===== config.mk =====
export PLATFORM = sky130hd
export DESIGN_NAME = bpa_ctrl
export DESIGN_NICKNAME = d
export VERILOG_FILES = /design/src/sv/bpa_pkg.sv /design/src/sv/bpa_ctrl.sv
export SDC_FILE = /design/constraint.sdc
export NUM_CORES = 1
export LEC_CHECK = 0
export ABC_AREA = 1
export BUFFER_PORTS_ARGS = -buffer_cell sky130_fd_sc_hd__buf_2
export CELL_PAD_IN_SITES_DETAIL_PLACEMENT = 1
export CELL_PAD_IN_SITES_GLOBAL_PLACEMENT = 1
export CORE_MARGIN = 3
export CORE_UTILIZATION = 31
export CTS_CLUSTER_DIAMETER = 80
export DETAILED_ROUTE_END_ITERATION = 8
export PLACE_DENSITY = 0.75
export SLEW_MARGIN = 5
export SYNTH_ARGS = -nofsm -noshare
export SYNTH_HDL_FRONTEND = slang
export SYNTH_SLANG_ARGS = --single-unit

===== constraint.sdc =====
create_clock -name clock -period 2.2 [get_ports clock]
set_clock_uncertainty 0.1 [all_clocks]
set_input_delay 0.44 -clock clock [delete_from_list [all_inputs] [get_ports clock]]
set_output_delay 0.44 -clock clock [all_outputs]
set_load 0.01 [all_outputs]

===== src/sv/bpa_pkg.sv =====
// shared types, codes and constants of the buddy page allocator
`default_nettype none
package bpa_pkg;

   localparam int PAGE_W    = 12;
   localparam int ORDER_W   = 4;
   localparam int STATUS_W  = 2;
   localparam int ORD_W     = 5;   // internal order, holds top order plus one
   localparam int WBIT_W    = 4;   // log2 of the free map word width
   localparam int WORD_BITS = 1 << WBIT_W;

   localparam int PAGE_BITS_DEFAULT   = 12;
   localparam int ORDER_LIMIT_DEFAULT = 10;

   localparam logic [STATUS_W-1:0] ST_OK         = 2'd0;
   localparam logic [STATUS_W-1:0] ST_NO_BLOCK   = 2'd1;
   localparam logic [STATUS_W-1:0] ST_BAD_ORDER  = 2'd2;
   localparam logic [STATUS_W-1:0] ST_MISALIGNED = 2'd3;

   typedef struct packed {
      logic               mode;
      logic [ORDER_W-1:0] order;
      logic [PAGE_W-1:0]  page_number;
   } req_type;

   typedef struct packed {
      logic [STATUS_W-1:0] status;
      logic [PAGE_W-1:0]   base_page;
   } rsp_type;

   typedef struct packed {
      logic load;
      logic rd_scan;
      logic rd_pair;
      logic wr_en;
      logic wr_self_en;
      logic wr_self_val;
      logic wr_bud_en;
      logic wr_bud_val;
      logic found;
      logic scan_next;
      logic scan_order_next;
      logic split_down;
      logic merge_up;
      logic clr_wr;
   } cmd_type;

   typedef struct packed {
      logic              bad_order;
      logic              bad_align;
      logic              mode;
      logic              scan_hit;
      logic              scan_last;
      logic              o_at_req;
      logic              o_at_top;
      logic              buddy_free;
      logic              clr_done;
      logic [PAGE_W-1:0] base_page;
   } stat_type;

endpackage
`default_nettype wire


===== src/sv/bpa_ctrl.sv =====
// request sequencer and response register of the buddy page allocator
`default_nettype none
module bpa_ctrl (
   input  wire               clock,
   input  wire               reset,
   input  wire               req_valid,
   output logic              req_stall,
   output logic              rsp_valid,
   input  wire               rsp_stall,
   output bpa_pkg::rsp_type  rsp_data,
   output bpa_pkg::cmd_type  cmd,
   input  bpa_pkg::stat_type stat
);
   import bpa_pkg::*;

   localparam logic [3:0] S_CLEAR     = 4'd0;
   localparam logic [3:0] S_IDLE      = 4'd1;
   localparam logic [3:0] S_DECIDE    = 4'd2;
   localparam logic [3:0] S_SCAN_RD   = 4'd3;
   localparam logic [3:0] S_SCAN_CHK  = 4'd4;
   localparam logic [3:0] S_A_CLR_RD  = 4'd5;
   localparam logic [3:0] S_A_CLR_WR  = 4'd6;
   localparam logic [3:0] S_A_PAIR_RD = 4'd7;
   localparam logic [3:0] S_A_PAIR_WR = 4'd8;
   localparam logic [3:0] S_F_SET_RD  = 4'd9;
   localparam logic [3:0] S_F_SET_WR  = 4'd10;
   localparam logic [3:0] S_F_BUD_RD  = 4'd11;
   localparam logic [3:0] S_F_BUD_CHK = 4'd12;
   localparam logic [3:0] S_RESP      = 4'd13;

   logic [3:0]          state_ff, state_in;
   logic [STATUS_W-1:0] code_ff, code_in;
   logic                rsp_valid_ff, rsp_valid_in;
   rsp_type             rsp_ff, rsp_in;

   always_comb begin
      state_in     = state_ff;
      code_in      = code_ff;
      rsp_valid_in = rsp_valid_ff && rsp_stall;
      rsp_in       = rsp_ff;
      cmd          = '0;
      unique case (state_ff)
         S_CLEAR: begin
            cmd.clr_wr = 1'b1;
            if (stat.clr_done) state_in = S_IDLE;
         end
         S_IDLE: begin
            if (req_valid) begin
               cmd.load = 1'b1;
               state_in = S_DECIDE;
            end
         end
         S_DECIDE: begin
            if (stat.bad_order) begin
               code_in  = ST_BAD_ORDER;
               state_in = S_RESP;
            end else if (stat.mode) begin
               if (stat.bad_align) begin
                  code_in  = ST_MISALIGNED;
                  state_in = S_RESP;
               end else begin
                  cmd.rd_pair = 1'b1;
                  state_in    = S_F_SET_WR;
               end
            end else begin
               cmd.rd_scan = 1'b1;
               state_in    = S_SCAN_CHK;
            end
         end
         S_SCAN_RD: begin
            cmd.rd_scan = 1'b1;
            state_in    = S_SCAN_CHK;
         end
         S_SCAN_CHK: begin
            if (stat.scan_hit) begin
               cmd.found = 1'b1;
               state_in  = S_A_CLR_RD;
            end else if (stat.scan_last) begin
               if (stat.o_at_top) begin
                  code_in  = ST_NO_BLOCK;
                  state_in = S_RESP;
               end else begin
                  cmd.scan_order_next = 1'b1;
                  state_in            = S_SCAN_RD;
               end
            end else begin
               cmd.scan_next = 1'b1;
               state_in      = S_SCAN_RD;
            end
         end
         S_A_CLR_RD: begin
            cmd.rd_pair = 1'b1;
            state_in    = S_A_CLR_WR;
         end
         S_A_CLR_WR, S_A_PAIR_WR: begin
            cmd.wr_en       = 1'b1;
            cmd.wr_self_en  = 1'b1;
            cmd.wr_self_val = 1'b0;
            // split levels hand the right half back
            cmd.wr_bud_en   = (state_ff == S_A_PAIR_WR);
            cmd.wr_bud_val  = 1'b1;
            if (stat.o_at_req) begin
               code_in  = ST_OK;
               state_in = S_RESP;
            end else begin
               cmd.split_down = 1'b1;
               state_in       = S_A_PAIR_RD;
            end
         end
         S_A_PAIR_RD: begin
            cmd.rd_pair = 1'b1;
            state_in    = S_A_PAIR_WR;
         end
         S_F_SET_RD: begin
            cmd.rd_pair = 1'b1;
            state_in    = S_F_SET_WR;
         end
         S_F_SET_WR: begin
            cmd.wr_en       = 1'b1;
            cmd.wr_self_en  = 1'b1;
            cmd.wr_self_val = 1'b1;
            if (stat.o_at_top) begin
               code_in  = ST_OK;
               state_in = S_RESP;
            end else begin
               state_in = S_F_BUD_RD;
            end
         end
         S_F_BUD_RD: begin
            cmd.rd_pair = 1'b1;
            state_in    = S_F_BUD_CHK;
         end
         S_F_BUD_CHK: begin
            if (stat.buddy_free) begin
               // both halves leave this order, the parent is set next
               cmd.wr_en       = 1'b1;
               cmd.wr_self_en  = 1'b1;
               cmd.wr_self_val = 1'b0;
               cmd.wr_bud_en   = 1'b1;
               cmd.wr_bud_val  = 1'b0;
               cmd.merge_up    = 1'b1;
               state_in        = S_F_SET_RD;
            end else begin
               code_in  = ST_OK;
               state_in = S_RESP;
            end
         end
         S_RESP: begin
            if (!rsp_valid_ff || !rsp_stall) begin
               rsp_valid_in     = 1'b1;
               rsp_in.status    = code_ff;
               rsp_in.base_page = (code_ff == ST_OK && !stat.mode) ? stat.base_page : '0;
               state_in         = S_IDLE;
            end
         end
         default: state_in = S_IDLE;
      endcase
   end

   always_ff @(posedge clock) begin
      if (reset) begin
         state_ff     <= S_CLEAR;
         rsp_valid_ff <= 1'b0;
      end else begin
         state_ff     <= state_in;
         rsp_valid_ff <= rsp_valid_in;
      end
   end

   always_ff @(posedge clock) begin
      code_ff <= code_in;
      rsp_ff  <= rsp_in;
   end

   assign req_stall = (state_ff != S_IDLE);
   assign rsp_valid = rsp_valid_ff;
   assign rsp_data  = rsp_ff;

endmodule
`default_nettype wire

Yosys cells after proc, flatten, opt, wreduce, memory -nomap -nowiden
Cells that the tools add are included.

word-level totals
  register bits = 21
  word-level logic and storage cells = 91

cells by class
  equal/unequal tests = 25
  muxes and demuxes = 47
  reductions and logical operators = 14

operators with widths
  kind                  count
  $pmux W4 S13          1
  $mux W4               9
  $eq A4 B4 Y1 const B  6
  $mux W2               11
  $ne A2 B2 Y1 const B  9
  $eq A4 B3 Y1 const B  4
  $mux W1               16
  $mux W3               4
  $pmux W2 S5           1
  $pmux W3 S3           1
  $reduce_and A9 Y1     1
  $eq A4 B2 Y1 const B  2
  $ne A3 B3 Y1 const B  2
  $mux W5               1
  $reduce_bool A5 Y1    1
  $eq A4 B1 Y1 const B  1
  $logic_not A4 Y1      1
  $ne A4 B1 Y1 const B  1
  $pmux W1 S2           2
  $pmux W2 S2           1
  $reduce_or A4 Y1      1
  $logic_not A1 Y1      3
  $reduce_and A3 Y1     1
  $logic_and A1 B1 Y1   2
  4 further kinds       4

Longest topological paths before layout
  depth after elaboration = 4
  mapped depth = 9

Worst setup path after synthesis
No wires, ideal clock.

  kind = reg2reg
  start point = register state_ff[0]
  end point = register rsp_ff, in the netlist rsp_data[0] (enable)
  setup time = 384 ps
  arrival = 1369 ps
  required time = 1716 ps
  slack = 347 ps
  cell stages (with the launch flop) = 5
  buffers on the path = 0
  cell sequence = dfxtp_1 inv_1 nor2_1 nand2_1 nor2_1

between the ends
  cells in the longest elaborated chain, start to end = 2

ends and longest elaborated chain
  what                                line             text
  from (decl)                         bpa_ctrl.sv:31   logic [3:0] state_ff, state_in;
  from (signal assigned)              bpa_ctrl.sv:165  state_ff <= state_in;
  $eq A4 B4 Y1                        bpa_ctrl.sv:42   unique case (state_ff)
  $reduce_and A2 Y1 (no source line)  n/a
  to (signal assigned)                bpa_ctrl.sv:172  rsp_ff <= rsp_in;
  to (decl)                           bpa_ctrl.sv:34   rsp_type rsp_ff, rsp_in;

Every way passes these cells.
A chain may end at the register's enable or synchronous reset.

==> results.env <==
TRITONCTS_CLOCK_TREE='built'
DRC_ERRORS=0
WORST-SETUP-PATH-TYPE='flip-flop to primary output'
GRT_SETUP_UNREPAIRED='false'
LEFTOVER_OVERFLOW_AT_THE_END_OF_GLOBAL_ROUTING=0
WIRELENGTH_MM=3.27
LARGEST_CELLS_BY_AREA_AFTER_SYNTHESIS='sky130_fd_sc_hd__edfxtp_1 40%, sky130_fd_sc_hd__nand2_1 13%, sky130_fd_sc_hd__nor2_1 13%'
SYNTH_TOP_CELLS_BY_COUNT='43 x sky130_fd_sc_hd__nand2_1, 41 x sky130_fd_sc_hd__nor2_1, 35 x sky130_fd_sc_hd__inv_1'
YOSYSWARNINGS=0
WORST_SLEW_PIN_SLEW_PS=374
DISTINCT_CELLS_SYNTH=18
VIAS_AFTER_DETAILED_ROUTING=1225
POST-SYNTH-TOP-COUNT-CELL='sky130_fd_sc_hd__nand2_1'
INITIAL_CORE_UTIL=0.327
END_KIND='primary output'
CHIPHEIGHT_UM=68.6
TIMING.FINAL.HOLD_VIOLATIONS=0
FINALCRITICALPERIOD_PS=2010
GP_CONGESTION=0.739
VDD_IR_DROP_MAX_uV=419
CORE_AREA_MM2=0.00372
FINAL_MAX_SLEW_VIOL_COUNT=0
CRITICAL-PATH-TOP-DELAY-FAMILY='simple AND/OR/NAND/NOR gates'
DR.FIRST_ITER.DRC_COUNT=65
WORSTPATHARRIVAL_PS=1470
SYNTHESIS.NETS=199
GRT.TOTAL_USAGE=0.152
SYNTHESIS.AREA_MM2=0.00122
CP-START-KIND='flip-flop'
CRITICAL_PATH.MAX_FANOUT=8
DIE_W_UM=68.6
FIN_TOTAL_PWR_mW=1.43
FMAX_MHz=498
POWER_PER_STANDARD_CELL_AREA_mW_PER_MM2=893
PATH_CELLS='nor2_2, nand2_1, nor3_1, buf_2'
SYNTHTOLAYOUTAREAGROWTH_PCT=31.7
PLACED_AREA_MM2=0.00155
DRV_CAP=0
DP_HPWL_MM=2.84
PLACED_CELLS_INCL_TAPS=276
CTS_INSERTED_BUFFERS=3
MAX_ROOT_SINK_BUFFERS=2
CTS.ROOT.BUFFER_CELL='sky130_fd_sc_hd__clkbuf_8'
TIMING.HOLD.WORST_PATH_DEPTH=2
HTREE_LEVELS=1
GLOBAL_ROUTE.USAGE.MET2=0.254
CLK_LATENCY_PS=260
FRACTION_OF_FINAL_LAYOUT_CELLS_SIZED_BEYOND_DRIVE_STRENGTH_1=0.297
VIASPERCELL=4.38
SYNTH_EDF_COUNT=16
SYNTHCELLS=174
ROWS=22
WORSTREG2REGSTART='state_ff[0]'
FINISH.CELL_COUNT_WITHOUT_FILLERS=280
DESIGN.DIE.AREA_MM2=0.00471
DOMINANTREGCELLSYNTH='sky130_fd_sc_hd__edfxtp_1'
FIRST_GLOBAL_VIAS=1278
POST_SYNTHESIS_SEQUENTIAL_AREA_RATIO=0.477
FLOP_TO_FLOP_SETUP_SLACK_PS=530
CLKSINKCOUNT=21
REPORT.FINAL.SETUP_VIOL=0
HOLDPATHEND='rsp_valid'
OUTCOME='completed'
DEPTH_OF_THE_MOST_CRITICAL_REG_TO_REG_PATH=5
CTS.REPAIR_TIMING.SETUP_BUFFER_COUNT=0
DR.PASS1.ITERS=4
CRIT_SLOWEST_CELL='sky130_fd_sc_hd__dfxtp_1'
NUM_ANTENNA_CELLS=0
PERIOD_SHARE=0.912
SYNTH_TOP_AREA_SHARE=0.395
SYNTH_TOP_CELL_BY_AREA='sky130_fd_sc_hd__edfxtp_1'
GRTUSAGEMET3=0.0292
MAX_SLEW_MARGIN=0.750
AREA_OF_ALL_PLACED_CELLS_WITHOUT_FILLERS_MM2=0.00160
HOLD_PATH_STARTPOINT='reset'
AVGROUTEDWIREPERCELL_UM=11.7
IO_PINS=55
POST_CTS.RESIZED_INSTANCES=0
WORST_SETUP_HOLD_PATH_CLK_SLEW_PS=70
DESIGN.FINAL.NETS=258
GRT.MET1_USAGE=0.201
SYN-MEAN-INSTANCE-AREA_UM2=6.99
CTS_HOLD_BUF=0
LARGEST_NET_DEGREE_AT_THE_START_OF_GLOBAL_ROUTING=15
YS_ASYNC_SR_FRACTION=0
CRITICAL_PATH_BUF_INV_COUNT=1
TNS_PS=0
PORTBUFFERS=54
FINISH.UTILIZATION=0.431
WORSTHOLDPATHTYPE='primary input to flip-flop'
MAX_STAGE_DELAY_PS=370
POSTROUTEANTENNANETS=0
CRITICAL_PATH.REG2REG.ENDPOINT='code_ff[0]'
ANTENNA_FOUND_INITIAL=0
POSTSYNTHREGISTERBITS=21
GLOBAL_ROUTE.PEAK_USAGE_LAYER='met2'
WORST_EP_REQUIRED_TIME_PS=1660
P_LEAK_nW=0.928
GRT_FIRST_PASS_WIRELENGTH_MM=5.46
## worst max path at each step
stage,cells after the start,endpoint,start
CTS,7,cmd[2],state_ff[2]
detailed placement,7,cmd[2],state_ff[2]
floorplan,4,rsp_data[0],state_ff[0]
global placement,7,cmd[2],state_ff[2]
finish,4,cmd[4],state_ff[0]
global route,7,cmd[2],state_ff[2]
## worst register-to-register path, cell delays in order (launching register included)
cell                      delay, ps
sky130_fd_sc_hd__dfxtp_1        370
sky130_fd_sc_hd__nor2_2         320
sky130_fd_sc_hd__nand2_1        200
sky130_fd_sc_hd__nand2_1        140
sky130_fd_sc_hd__nor3_1          60
sky130_fd_sc_hd__nor2_1         180
## per-stage QoR
stage | hold slack [ps] | setup slack (ps)
2_1_floorplan | 327 | 347
6_report | 270 | 193
4_1_cts | 268 | 131
3_5_place_dp | 346 | 422
5_1_grt | 278 | 21.8
3_3_place_gp | 334 | 452
## registers in the layout, indices dropped and copies added (netlist names)
register / count
state_ff: 4
code_ff: 2
rsp_valid: 1
rsp_data: 14
## power by group
group	leakage (nW)	internal, mW	switching, mW	total, mW
Sequential	0.178	0.489	0.0449	0.533
Clock	0.0255	0.126	0.125	0.252
Combinational	0.724	0.226	0.419	0.646
## final cells by class
cell class / count / area, µm²
inverter: 35 / 131
fill: 515 / 2110
clock inverter: 1 / 5.00
clock buffer: 3 / 41.3
timing repair buffer: 56 / 285
tap: 48 / 60.1
multi-input combinational: 116 / 498
sequential: 21 / 581
## layer usage
metal,wire [µm],share of wire
met5,0,0
met3,150,0.046
met1,1550,0.47
met2,1540,0.47
met4,25,0.0076
## cell usage in the layout, fill, tap and decap left out, drive strengths merged
cell     n
buf     56
nand2   46
nor2    44
inv     35
edfxtp  16
nand3   13
dfxtp    5
o21ai    4
clkbuf   3
nor3     2
a21oi    2
a31o     1
o22ai    1
nand4    1
and2     1
nand3b   1
clkinv   1
## cells by family (layout without fill, tap and decap cells)
kind of cell / Yosys count / in the layout / share of synthesized area
AO/OA/AOI/OAI: 8 / 8 / 0.0370
buffers and inverters: 37 / 95 / 0.117
flip-flops: 21 / 21 / 0.477
AND/OR/NAND/NOR: 108 / 108 / 0.368
No activity file was read; power rests on OpenSTA's default activity.
